**src/ledenc_pkg.sv**
```systemverilog
// shared types, constants and helpers of the addressable led encoder
package ledenc_pkg;

  localparam int COLOR_BITS = 8;
  localparam int PIXEL_BITS = 3 * COLOR_BITS;
  localparam int BIT_CNT_W  = $clog2(PIXEL_BITS);
  localparam int TICKS_W    = 16;
  localparam int REG_IDX_W  = 3;

  localparam logic [REG_IDX_W-1:0] REG_ONE_HIGH  = 3'd0;
  localparam logic [REG_IDX_W-1:0] REG_ONE_LOW   = 3'd1;
  localparam logic [REG_IDX_W-1:0] REG_ZERO_HIGH = 3'd2;
  localparam logic [REG_IDX_W-1:0] REG_ZERO_LOW  = 3'd3;
  localparam logic [REG_IDX_W-1:0] REG_LATCH     = 3'd4;

  localparam logic [TICKS_W-1:0] RST_ONE_HIGH  = 16'd40;
  localparam logic [TICKS_W-1:0] RST_ONE_LOW   = 16'd20;
  localparam logic [TICKS_W-1:0] RST_ZERO_HIGH = 16'd20;
  localparam logic [TICKS_W-1:0] RST_ZERO_LOW  = 16'd40;
  localparam logic [TICKS_W-1:0] RST_LATCH     = 16'd2500;

  localparam logic OP_PIXEL = 1'b0;
  localparam logic OP_LATCH = 1'b1;

  typedef struct packed {
    logic [TICKS_W-1:0] one_high;
    logic [TICKS_W-1:0] one_low;
    logic [TICKS_W-1:0] zero_high;
    logic [TICKS_W-1:0] zero_low;
    logic [TICKS_W-1:0] latch_low;
  } cfg_t;

  typedef struct packed {
    logic                  latch;
    logic [PIXEL_BITS-1:0] grb;
  } cmd_t;

  // a zero duration is held for the shortest legal segment
  function automatic logic [TICKS_W-1:0] at_least_one(input logic [TICKS_W-1:0] v);
    at_least_one = (v == '0) ? TICKS_W'(1) : v;
  endfunction

endpackage

```
**src/ledenc_front.sv**
```systemverilog
// front end: timing registers and classification of incoming items into commands
module ledenc_front (
  input  logic                                clk,
  input  logic                                rst,
  input  logic                                cfg_wen,
  input  logic [ledenc_pkg::REG_IDX_W-1:0]    cfg_index,
  input  logic [ledenc_pkg::TICKS_W-1:0]      cfg_data,
  input  logic                                push,
  input  logic                                op,
  input  logic [ledenc_pkg::COLOR_BITS-1:0]   green,
  input  logic [ledenc_pkg::COLOR_BITS-1:0]   red,
  input  logic [ledenc_pkg::COLOR_BITS-1:0]   blue,
  input  logic                                q_full,
  output logic                                q_push,
  output ledenc_pkg::cmd_t                    q_cmd,
  output ledenc_pkg::cfg_t                    cfg
);
  import ledenc_pkg::*;

  logic [TICKS_W-1:0] wr_val;

  assign wr_val = at_least_one(cfg_data);

  always_ff @(posedge clk) begin
    if (rst) begin
      cfg.one_high  <= RST_ONE_HIGH;
      cfg.one_low   <= RST_ONE_LOW;
      cfg.zero_high <= RST_ZERO_HIGH;
      cfg.zero_low  <= RST_ZERO_LOW;
      cfg.latch_low <= RST_LATCH;
    end else if (cfg_wen) begin
      case (cfg_index)
        REG_ONE_HIGH:  cfg.one_high  <= wr_val;
        REG_ONE_LOW:   cfg.one_low   <= wr_val;
        REG_ZERO_HIGH: cfg.zero_high <= wr_val;
        REG_ZERO_LOW:  cfg.zero_low  <= wr_val;
        REG_LATCH:     cfg.latch_low <= wr_val;
        default: ;
      endcase
    end
  end

  // pixel bits go out green first, msb first
  always_comb begin
    q_push       = push && !q_full;
    q_cmd.latch  = (op == OP_LATCH);
    q_cmd.grb    = (op == OP_LATCH) ? '0 : {green, red, blue};
  end

endmodule

```
**src/ledenc_queue.sv**
```systemverilog
// short command queue between front end and segment sequencer
module ledenc_queue #(
  parameter int DEPTH = 4
) (
  input  logic             clk,
  input  logic             rst,
  input  logic             wr,
  input  ledenc_pkg::cmd_t wr_cmd,
  output logic             full,
  input  logic             rd,
  output ledenc_pkg::cmd_t rd_cmd,
  output logic             empty
);
  import ledenc_pkg::*;

  localparam int PTR_W = (DEPTH > 1) ? $clog2(DEPTH) : 1;
  localparam int CNT_W = $clog2(DEPTH + 1);

  cmd_t             mem [DEPTH];
  logic [PTR_W-1:0] wr_ptr;
  logic [PTR_W-1:0] rd_ptr;
  logic [CNT_W-1:0] count;
  logic [CNT_W-1:0] count_next;

  assign full   = (count == CNT_W'(DEPTH));
  assign empty  = (count == '0);
  assign rd_cmd = mem[rd_ptr];

  always_comb begin
    count_next = count;
    if (wr && !rd) count_next = count + CNT_W'(1);
    else if (!wr && rd) count_next = count - CNT_W'(1);
  end

  always_ff @(posedge clk) begin
    if (wr) mem[wr_ptr] <= wr_cmd;
  end

  always_ff @(posedge clk) begin
    if (rst) begin
      wr_ptr <= '0;
      rd_ptr <= '0;
      count  <= '0;
    end else begin
      count <= count_next;
      if (wr) wr_ptr <= (wr_ptr == PTR_W'(DEPTH - 1)) ? '0 : wr_ptr + PTR_W'(1);
      if (rd) rd_ptr <= (rd_ptr == PTR_W'(DEPTH - 1)) ? '0 : rd_ptr + PTR_W'(1);
    end
  end

endmodule

```
**src/ledenc_back.sv**
```systemverilog
// back end: walks a command bit by bit and emits timed line segments
module ledenc_back (
  input  logic                           clk,
  input  logic                           rst,
  input  ledenc_pkg::cfg_t               cfg,
  input  ledenc_pkg::cmd_t               q_cmd,
  input  logic                           q_empty,
  output logic                           q_pop,
  output logic                           busy,
  output logic                           empty,
  input  logic                           pop,
  output logic                           level,
  output logic [ledenc_pkg::TICKS_W-1:0] ticks,
  output logic                           last
);
  import ledenc_pkg::*;

  logic                  out_valid;
  logic                  phase;
  logic [BIT_CNT_W-1:0]  bit_cnt;
  logic [PIXEL_BITS-1:0] shreg;
  logic                  load_ok;
  logic                  emit;
  logic                  seg_level;
  logic [TICKS_W-1:0]    seg_ticks;
  logic                  seg_last;
  logic                  cur_bit;
  logic                  final_bit;

  assign empty     = !out_valid;
  assign load_ok   = !out_valid || pop;
  assign cur_bit   = shreg[PIXEL_BITS-1];
  assign final_bit = (bit_cnt == BIT_CNT_W'(PIXEL_BITS - 1));

  always_comb begin
    q_pop     = 1'b0;
    emit      = 1'b0;
    seg_level = 1'b0;
    seg_ticks = cfg.latch_low;
    seg_last  = 1'b0;
    if (busy) begin
      emit      = load_ok;
      seg_level = !phase;
      if (!phase) seg_ticks = cur_bit ? cfg.one_high : cfg.zero_high;
      else        seg_ticks = cur_bit ? cfg.one_low : cfg.zero_low;
      seg_last  = phase && final_bit;
    end else if (!q_empty) begin
      if (q_cmd.latch) begin
        // latch gap goes straight to the output slot
        q_pop = load_ok;
        emit  = load_ok;
        seg_last = 1'b1;
      end else begin
        q_pop = 1'b1;
      end
    end
  end

  always_ff @(posedge clk) begin
    if (rst) begin
      busy      <= 1'b0;
      phase     <= 1'b0;
      bit_cnt   <= '0;
      out_valid <= 1'b0;
    end else begin
      if (load_ok) out_valid <= emit;
      if (busy) begin
        if (load_ok) begin
          phase <= !phase;
          if (phase) begin
            bit_cnt <= bit_cnt + BIT_CNT_W'(1);
            if (final_bit) busy <= 1'b0;
          end
        end
      end else if (q_pop && !q_cmd.latch) begin
        busy    <= 1'b1;
        phase   <= 1'b0;
        bit_cnt <= '0;
      end
    end
  end

  always_ff @(posedge clk) begin
    if (busy && load_ok && phase) shreg <= {shreg[PIXEL_BITS-2:0], 1'b0};
    else if (!busy && q_pop) shreg <= q_cmd.grb;
    if (load_ok && emit) begin
      level <= seg_level;
      ticks <= seg_ticks;
      last  <= seg_last;
    end
  end

endmodule

```
**src/addressable_led_grb_encoder_top.sv**
```systemverilog
// top level of the addressable led grb encoder
//
// input channel: push/full queue of items; op selects a pixel (green, red,
// blue bytes) or a latch gap. a beat is taken when push is high and full low.
// output channel: empty/pop queue of line segments (level, ticks, last); the
// oldest segment sits on the ports while empty is low and leaves on pop.
// a pixel yields 48 segments (high then low per bit, green first, msb first),
// a latch yields one low segment; last marks the final segment of an item.
// timing registers are written through cfg_wen/cfg_index/cfg_data; the user
// must do so only while idle, which the block itself does not enforce.
// a value of zero is held as one tick. with the sequencer idle, a latch goes
// through the command queue and the output register; a pixel goes through the
// command queue and a load into the shift register, then the output register.
// one segment per cycle leaves while the receiver pops and no pixel loads.
// a command queue of QUEUE_DEPTH items parts intake from the sequencer, so
// input keeps flowing while the receiver stalls until that queue fills.
// reset (synchronous, active high) empties both queues and restores the
// default timing registers.
module addressable_led_grb_encoder_top #(
  parameter int QUEUE_DEPTH = 4
) (
  input  logic                                clk,
  input  logic                                rst,
  input  logic                                cfg_wen,
  input  logic [ledenc_pkg::REG_IDX_W-1:0]    cfg_index,
  input  logic [ledenc_pkg::TICKS_W-1:0]      cfg_data,
  input  logic                                push,
  output logic                                full,
  input  logic                                op,
  input  logic [ledenc_pkg::COLOR_BITS-1:0]   green,
  input  logic [ledenc_pkg::COLOR_BITS-1:0]   red,
  input  logic [ledenc_pkg::COLOR_BITS-1:0]   blue,
  output logic                                empty,
  input  logic                                pop,
  output logic                                level,
  output logic [ledenc_pkg::TICKS_W-1:0]      ticks,
  output logic                                last
);
  import ledenc_pkg::*;

  cfg_t cfg;
  cmd_t wr_cmd;
  cmd_t rd_cmd;
  logic q_push;
  logic q_pop;
  logic q_empty;
  logic busy;

  ledenc_front u_front (
    .clk       (clk),
    .rst       (rst),
    .cfg_wen   (cfg_wen),
    .cfg_index (cfg_index),
    .cfg_data  (cfg_data),
    .push      (push),
    .op        (op),
    .green     (green),
    .red       (red),
    .blue      (blue),
    .q_full    (full),
    .q_push    (q_push),
    .q_cmd     (wr_cmd),
    .cfg       (cfg)
  );

  ledenc_queue #(
    .DEPTH (QUEUE_DEPTH)
  ) u_queue (
    .clk    (clk),
    .rst    (rst),
    .wr     (q_push),
    .wr_cmd (wr_cmd),
    .full   (full),
    .rd     (q_pop),
    .rd_cmd (rd_cmd),
    .empty  (q_empty)
  );

  ledenc_back u_back (
    .clk     (clk),
    .rst     (rst),
    .cfg     (cfg),
    .q_cmd   (rd_cmd),
    .q_empty (q_empty),
    .q_pop   (q_pop),
    .busy    (busy),
    .empty   (empty),
    .pop     (pop),
    .level   (level),
    .ticks   (ticks),
    .last    (last)
  );

`ifndef SYNTHESIS
  a_ticks_nonzero : assert property (@(posedge clk) disable iff (rst)
    !empty |-> ticks != '0) else $error("segment with zero ticks");

  a_high_not_last : assert property (@(posedge clk) disable iff (rst)
    !empty && level |-> !last) else $error("high segment marked last");

  a_no_pop_busy : assert property (@(posedge clk) disable iff (rst)
    busy |-> !q_pop) else $error("queue popped while sequencer busy");

  a_pop_needs_item : assert property (@(posedge clk) disable iff (rst)
    q_pop |-> !q_empty) else $error("pop from empty command queue");
`endif

endmodule

```
**config.mk**
```make
export PLATFORM = sky130hd
export DESIGN_NAME = addressable_led_grb_encoder_top
export DESIGN_NICKNAME = d
export VERILOG_FILES = /design/src/ledenc_pkg.sv /design/src/ledenc_front.sv /design/src/ledenc_queue.sv /design/src/ledenc_back.sv /design/src/addressable_led_grb_encoder_top.sv
export SDC_FILE = /design/constraint.sdc
export NUM_CORES = 1
export LEC_CHECK = 0
export ABC_CLOCK_PERIOD_IN_PS = 3750
export BUFFER_PORTS_ARGS = -buffer_cell sky130_fd_sc_hd__buf_4
export CORE_AREA = 2 2 160 162
export CTS_CLUSTER_SIZE = 10
export DETAILED_ROUTE_END_ITERATION = 7
export DIE_AREA = 0 0 162 164
export PLACE_DENSITY = 0.66
export SLEW_MARGIN = 20
export SYNTH_ARGS = -nofsm -noshare
export SYNTH_HDL_FRONTEND = slang
export SYNTH_SLANG_ARGS = --single-unit
```
**constraint.sdc**
```tcl
create_clock -name clk -period 3.75 [get_ports clk]
set_clock_uncertainty 0.15 [all_clocks]
set_input_delay 0.1875 -clock clk [delete_from_list [all_inputs] [get_ports clk]]
set_output_delay 0.1875 -clock clk [all_outputs]
set_load 0.05 [all_outputs]
```
### Word-level counts from Yosys, hierarchy flattened

Memory sizes are Yosys's and may differ from the RTL's. A register that Yosys moved wholly into a read port is not among the register bits.
Cells that the tools add are included.

| cells by class | value |
|---|---|
| reductions and logical operators | 30 |
| mux-type cells | 37 |
| $add $sub $neg | 5 |
| eq/ne operators | 10 |

Operators with widths:

| cell | number |
|---|---|
| $mux 16 | 5 |
| $mux 24 | 3 |
| $mux 5 | 4 |
| $mux 1 | 19 |
| $logic_not 16->1 | 1 |
| $reduce_and 2->1 | 6 |
| $logic_and 1x1->1 | 9 |
| $mux 2 | 4 |
| $logic_not 1->1 | 7 |
| $eq 3x2->1 const B | 2 |
| $eq 3x3->1 const B | 2 |
| $logic_not 3->1 | 2 |
| $mux 3 | 2 |
| $reduce_bool 2->1 | 3 |
| $add 5x1->5 const B | 1 |
| $eq 5x5->1 const B | 1 |
| $add 2x1->2 const B | 2 |
| $eq 2x2->1 const B | 2 |
| $ne 2x2->1 const B | 2 |
| $add 3x1->3 const B | 1 |
| $eq 3x1->1 const B | 1 |
| $reduce_and 3->1 | 1 |
| $sub 3x1->3 const B | 1 |
| $logic_or 1x1->1 | 1 |

| storage, ports and cells | value |
|---|---|
| bits in writable memories | 100 |
| memories kept | 1 |
| register bits after elaboration | 137 |
| logic and storage cells | 100 |

Memories:

| memory | depth | width | read ports | clocked after memory_dff | write ports | line | text |
|---|---|---|---|---|---|---|---|
| u_queue.mem | 4 | 25 | 1 | 1 | 1 | ledenc_queue.sv:19 | `cmd_t mem [DEPTH];` |

### Logic depth before layout (Yosys ltp)

| depth | value |
|---|---|
| depth after elaboration | 8 |
| mapped depth | 11 |
| gate-level depth less buffers | 9 |

### By module

From an unflattened synthesis, not the netlist that was laid out.

| unflattened totals | value |
|---|---|
| cell total of the unflattened synthesis | 785 |
| area total of the unflattened synthesis | 10019.6 sq um |

By module, submodules not included:

| module | cells each | area each (sq um) | times used | seq. area each (sq um) |
|---|---|---|---|---|
| ledenc_queue | 175 | 4091.4 | 1 | 3183.1 |
| ledenc_front | 386 | 3091.7 | 1 | 1601.5 |
| ledenc_back | 224 | 2836.5 | 1 | 1411.4 |

### Least setup slack after synthesis

No wires, ideal clock.

| path | value |
|---|---|
| path type | flip-flop to flip-flop |
| start | register u_queue.count[0] |
| end | register u_queue.count[2] |
| data arrival time | 2835 ps |
| cell stages (with the launch flop) | 10 |
| setup slack | 695 ps |
| cells stage by stage | dfxtp_1 nor3b_1 nor2b_1 clkbuf_1 ha_1 inv_1 fa_1 xor2_1 or3_1 a21oi_1 |

| on the way | value |
|---|---|
| word-level cells in the longest chain between the ends | 6 |

Ends and longest elaborated chain:

| element | line | text |
|---|---|---|
| from (decl) | ledenc_queue.sv:22 | `logic [CNT_W-1:0] count;` |
| from (signal assigned) | ledenc_queue.sv:45 | `count <= count_next;` |
| $eq 3x3->1 * | ledenc_queue.sv:25 | `assign full = (count == CNT_W'(DEPTH));` |
| named net full | addressable_led_grb_encoder_top.sv:28 | `output logic full,` |
| $logic_not 1->1 * | ledenc_front.sv:45 | `q_push = push && !q_full;` |
| $logic_and 1x1->1 * | ledenc_front.sv:45 |  |
| named net q_push | addressable_led_grb_encoder_top.sv:44 | `logic q_push;` |
| $logic_not 1->1 | ledenc_queue.sv:32 | `else if (!wr && rd) count_next = count - CNT_W'(1);` |
| $logic_and 1x1->1 | ledenc_queue.sv:32 |  |
| $reduce_bool 2->1 (no line) | - |  |

Mark *: on every way through the listed nets, which the timed path passes. The rest lies on a longest branch. The select of a mux whose other input is x is not followed.
A chain may end at the register's enable or synchronous reset.

### Final worst setup path

| path | value |
|---|---|
| start | register u_queue.count[0] |
| end | register u_queue.count[2] |

| on the way | value |
|---|---|
| word-level cells in the longest chain between the ends | 6 |

Ends and longest elaborated chain:

| element |
|---|
| parallel branches: the longest is 6 deep, another holds $sub 3x1->3 |

Parallel ways; which one is timed is not known. The select of a mux whose other input is x is not followed.

==> flow_summary.yaml <==
status:
  status: "finished clean"
hold_path:
  hp-class: "in -> reg"
  hold_start: "push"
  whs_path_depth: 4
synth:
  async_flop_share_pct: 0
  synth-edff-count: 141
  synthFlopType: "edfxtp_1"
  syn_area_um2: 9770
  ys_warn_count: 0
  synth_nets: 828
  ys_seq_area_share_pct: 63.4
  ys_seq_elements: 239
  synth_cells: 771
  ys_types: 39
  synth_area_per_cell_um2: 12.7
timing:
  fmax_mhz: 384
  slew_violations: 0
  tightest_slew_ps: 1030
  final.min_clock_period_ps: 2600
  finalCritPeriodShare_pct: 69.4
  hold-worst-slack_ps: 66.5
  tns_ps: 0
  hold_viol: 0
  fin_ws_ps: 1150
  rsz0062_at_grt: "false"
  max_slew_margin_pct: 31.1
  setup_violations: 0
worst_setup_path:
  r2r-start: "u_queue.count[0]$_SDFFE_PP0P_"
  startpoint: "u_queue.count[0]$_SDFFE_PP0P_"
  slowest_stage: "nor3_1"
  path_cells: "nor3_1 -> a311oi_4 -> o31ai_4 -> ha_1 -> inv_1 -> fa_1 -> xor2_1 -> or3_1 -> a21oi_1"
  path_max_fanout: 4
  critical_path_arrival_ps: 2910
  worst_path_largest_cell_delay_ps: 490
  critPathRequiredTime_ps: 4060
  end_kind: "register"
  cp-start-kind: "register"
  rr_worst_depth: 9
  path_class: "reg -> reg"
cts:
  cts-htree-levels: 1
  clk_latency_ps: 530
  clk_path_buf_depth: 3
  clock-sinks: 239
  cts_resized: 0
  numCtsBuffers: 28
  cts_root_buf: "clkbuf_16"
  cts_tree: "built"
  clk_pin_slew_ps: 50
pwr:
  p_per_area_nw_per_um2: 691
  clkPwrFrac_pct: 30.4
  comb_power_share_pct: 26.2
  switchingPower_mw: 2.50
  p_sw_share_pct: 30.6
  leakagePower_nw: 4.20
  power.share.sequential_pct: 43.4
  worst_ir_drop_vdd_v: 0.000410
  p_int_mw: 5.67
final_layout:
  final_area_um2: 11800
  fill_cells: 2219
  n_antenna_cell: 0
  area_growth_pct: 20.9
  finalNetCount: 929
  fin_util_pct: 47.6
  final_layout_size_suffix_gt1_share_pct: 21.4
grt:
  grt_use_total_pct: 15.0
  grt_pass1_vias: 6051
  gr-total-overflow: 0
  antenna_found_initial: 0
  grt_first_pass_wirelength_mm: 31.6
  grt_max_degree: 99
placed_design:
  globalplace.congestion: 0.715
  dpl-instance-area_um2: 10500
  portBuffers: 68
  dp_slack_ps: 1140
  place_hpwl_mm: 11.3
drt:
  post_drt_wl_per_cell_um: 16.1
  dr.first_iter.drc_count: 528
  vias: 6082
  drcViolationCount: 0
  drt-total-wl_mm: 19.7
  firstDrtPassIters: 5
  detail-route-antenna-nets: 0
  vias_per_cell: 4.97
floorplan:
  coreArea_um2: 24800
  start_util_pct: 39.4
  rows: 58
  die_w_um: 162
  io_pins: 69
  design.die.area_um2: 26600
  die_h_um: 164
job:
  cap_violations: 0
## cell usage after synthesis, drive strengths merged (2+ instances only)
library cell	instances	share of area, %
nor3	8	0.41
and2	5	0.32
inv	27	1.0
nor2b	31	2.0
and3	5	0.32
and3b	2	0.18
o21ai	25	2.0
edfxtp	141	43
mux2	18	2.2
xor2	6	0.54
nand4	4	0.26
a211oi	5	0.38
nand3	5	0.26
nand2	179	6.9
nor4	3	0.19
nand2b	3	0.19
clkbuf	24	0.92
dfxtp	98	20
ha	7	0.90
buf	25	1.4
o31ai	2	0.29
or3	2	0.13
a21oi	65	3.3
mux2i	6	0.61
nand3b	15	1.2
nor2	13	0.50
mux4	41	9.5
## critical path: cells and delay by family (launching register included)
| kind | cells | cell delay (ps) |
|---|---|---|
| xor gates and xnor gates | 1 | 180 |
| buffers and inverters | 1 | 70 |
| AOI/OAI and AO/OA | 3 | 330 |
| DFF | 1 | 350 |
| and+or+nand+nor | 2 | 800 |
| adders and majority gates | 2 | 660 |
## power groups by stage
stage               Sequential, mW  Clock, mW  Combinational [mW]
floorplan                     3.83          0                1.35
global placement              3.58          0                2.12
finish                        3.54       2.49                2.14
global route                  3.58       2.66                2.33
CTS                           3.55       2.53                2.18
detailed placement            3.60          0                2.14
## final cells by class
type                    instances  area, µm²  share of cell area [%]
flip-flops and latches        239       6200                    52.5
multi-input cells             456       3250                    27.5
repair buffers                120       1010                    8.52
clock buffers                  48        786                    6.65
well taps                     330        413                    3.50
inverters                      27        101                   0.858
clock inverters                 3       65.1                   0.551
## timing repair
action | in CTS | in global routing
hold buffers | 42 | 0
hold endpoints to repair | 181 | 0
setup buffers | 0 | 0
## sequential cells by signal, indices dropped and copies added, names as in the netlist, named ones only
name and cells:
u_back.shreg 24, u_back.last 1, u_back.busy 1, u_back.ticks 16
u_queue.count 3, u_back.out_valid 1, u_front.cfg 80, u_queue.mem 100
u_back.bit_cnt 5, u_back.phase 1, u_queue.rd_ptr 2, u_queue.wr_ptr 2
u_back.level 1
## path summary, 6_finish.rpt
path | slack (ps) | end
worst min register to register | 300 | u_front.cfg[51]$_SDFFE_PP0P_
worst max register to register | 1150 | u_queue.count[2]$_SDFFE_PP0P_
worst min-delay path | 70 | u_queue.wr_ptr[1]$_SDFFE_PP0P_
worst max-delay path | 1150 | u_queue.count[2]$_SDFFE_PP0P_
## cell families (layout without fill, tap and decap cells)
| group | Yosys count | after routing | synth area share (%) |
|---|---|---|---|
| simple gates | 277 | 277 | 12.9 |
| mux | 65 | 65 | 12.2 |
| flops | 239 | 239 | 63.4 |
| fa+ha+maj | 8 | 8 | 1.10 |
| xor+xnor | 6 | 6 | 0.538 |
| compound gates | 100 | 100 | 6.40 |
| buf+inv | 76 | 198 | 3.37 |
## stage by stage
stage | cells | power [mW]
final | 1223 | 8.17
after global routing | 1223 | 8.57
after CTS | 1223 | 8.26
after detailed placement | 1130 | 5.74
after global placement | 1130 | 5.71
after floorplan | 771 | 5.18
## per-layer routing
| layer | vias to the layer above | global-route usage, % | part of all wire, % |
|---|---|---|---|
| met2 | 155 | 26.2 | 49 |
| met3 | 33 | 2.37 | 4.9 |
| met5 | - | 0 | 0 |
| li1 | 2941 | - | - |
| met1 | 2953 | 19.7 | 44 |
| met4 | 0 | 3.62 | 2.0 |
## placed cells by master (no fill, tap or decap), types with 2 or more instances in the layout
| master | Yosys | routed |
|---|---|---|
| inv_1 | 27 | 27 |
| nand4_1 | 4 | 4 |
| and3_1 | 5 | 5 |
| clkbuf_1 | 24 | 19 |
| dlygate4sd3_1 | 0 | 42 |
| nor4_1 | 3 | 3 |
| and2_1 | 5 | 5 |
| nor2_1 | 13 | 12 |
| mux2_4 | 2 | 2 |
| a21oi_1 | 65 | 65 |
| dfxtp_1 | 98 | 97 |
| clkbuf_16 | 0 | 28 |
| and3b_1 | 2 | 2 |
| o21ai_2 | 18 | 18 |
| o21ai_0 | 7 | 7 |
| xor2_1 | 6 | 6 |
| nor3_1 | 8 | 8 |
| nand2b_1 | 3 | 3 |
| nand2_1 | 179 | 179 |
| buf_4 | 1 | 78 |
| a211oi_1 | 5 | 5 |
| mux2_2 | 16 | 16 |
| nand3_1 | 5 | 5 |
| nor2b_1 | 31 | 31 |
| mux4_2 | 41 | 41 |
| ha_1 | 7 | 7 |
| mux2i_1 | 6 | 6 |
| nand3b_1 | 15 | 15 |
| or3_1 | 2 | 2 |
| edfxtp_1 | 141 | 141 |
Power figures use the tool's default switching activity.
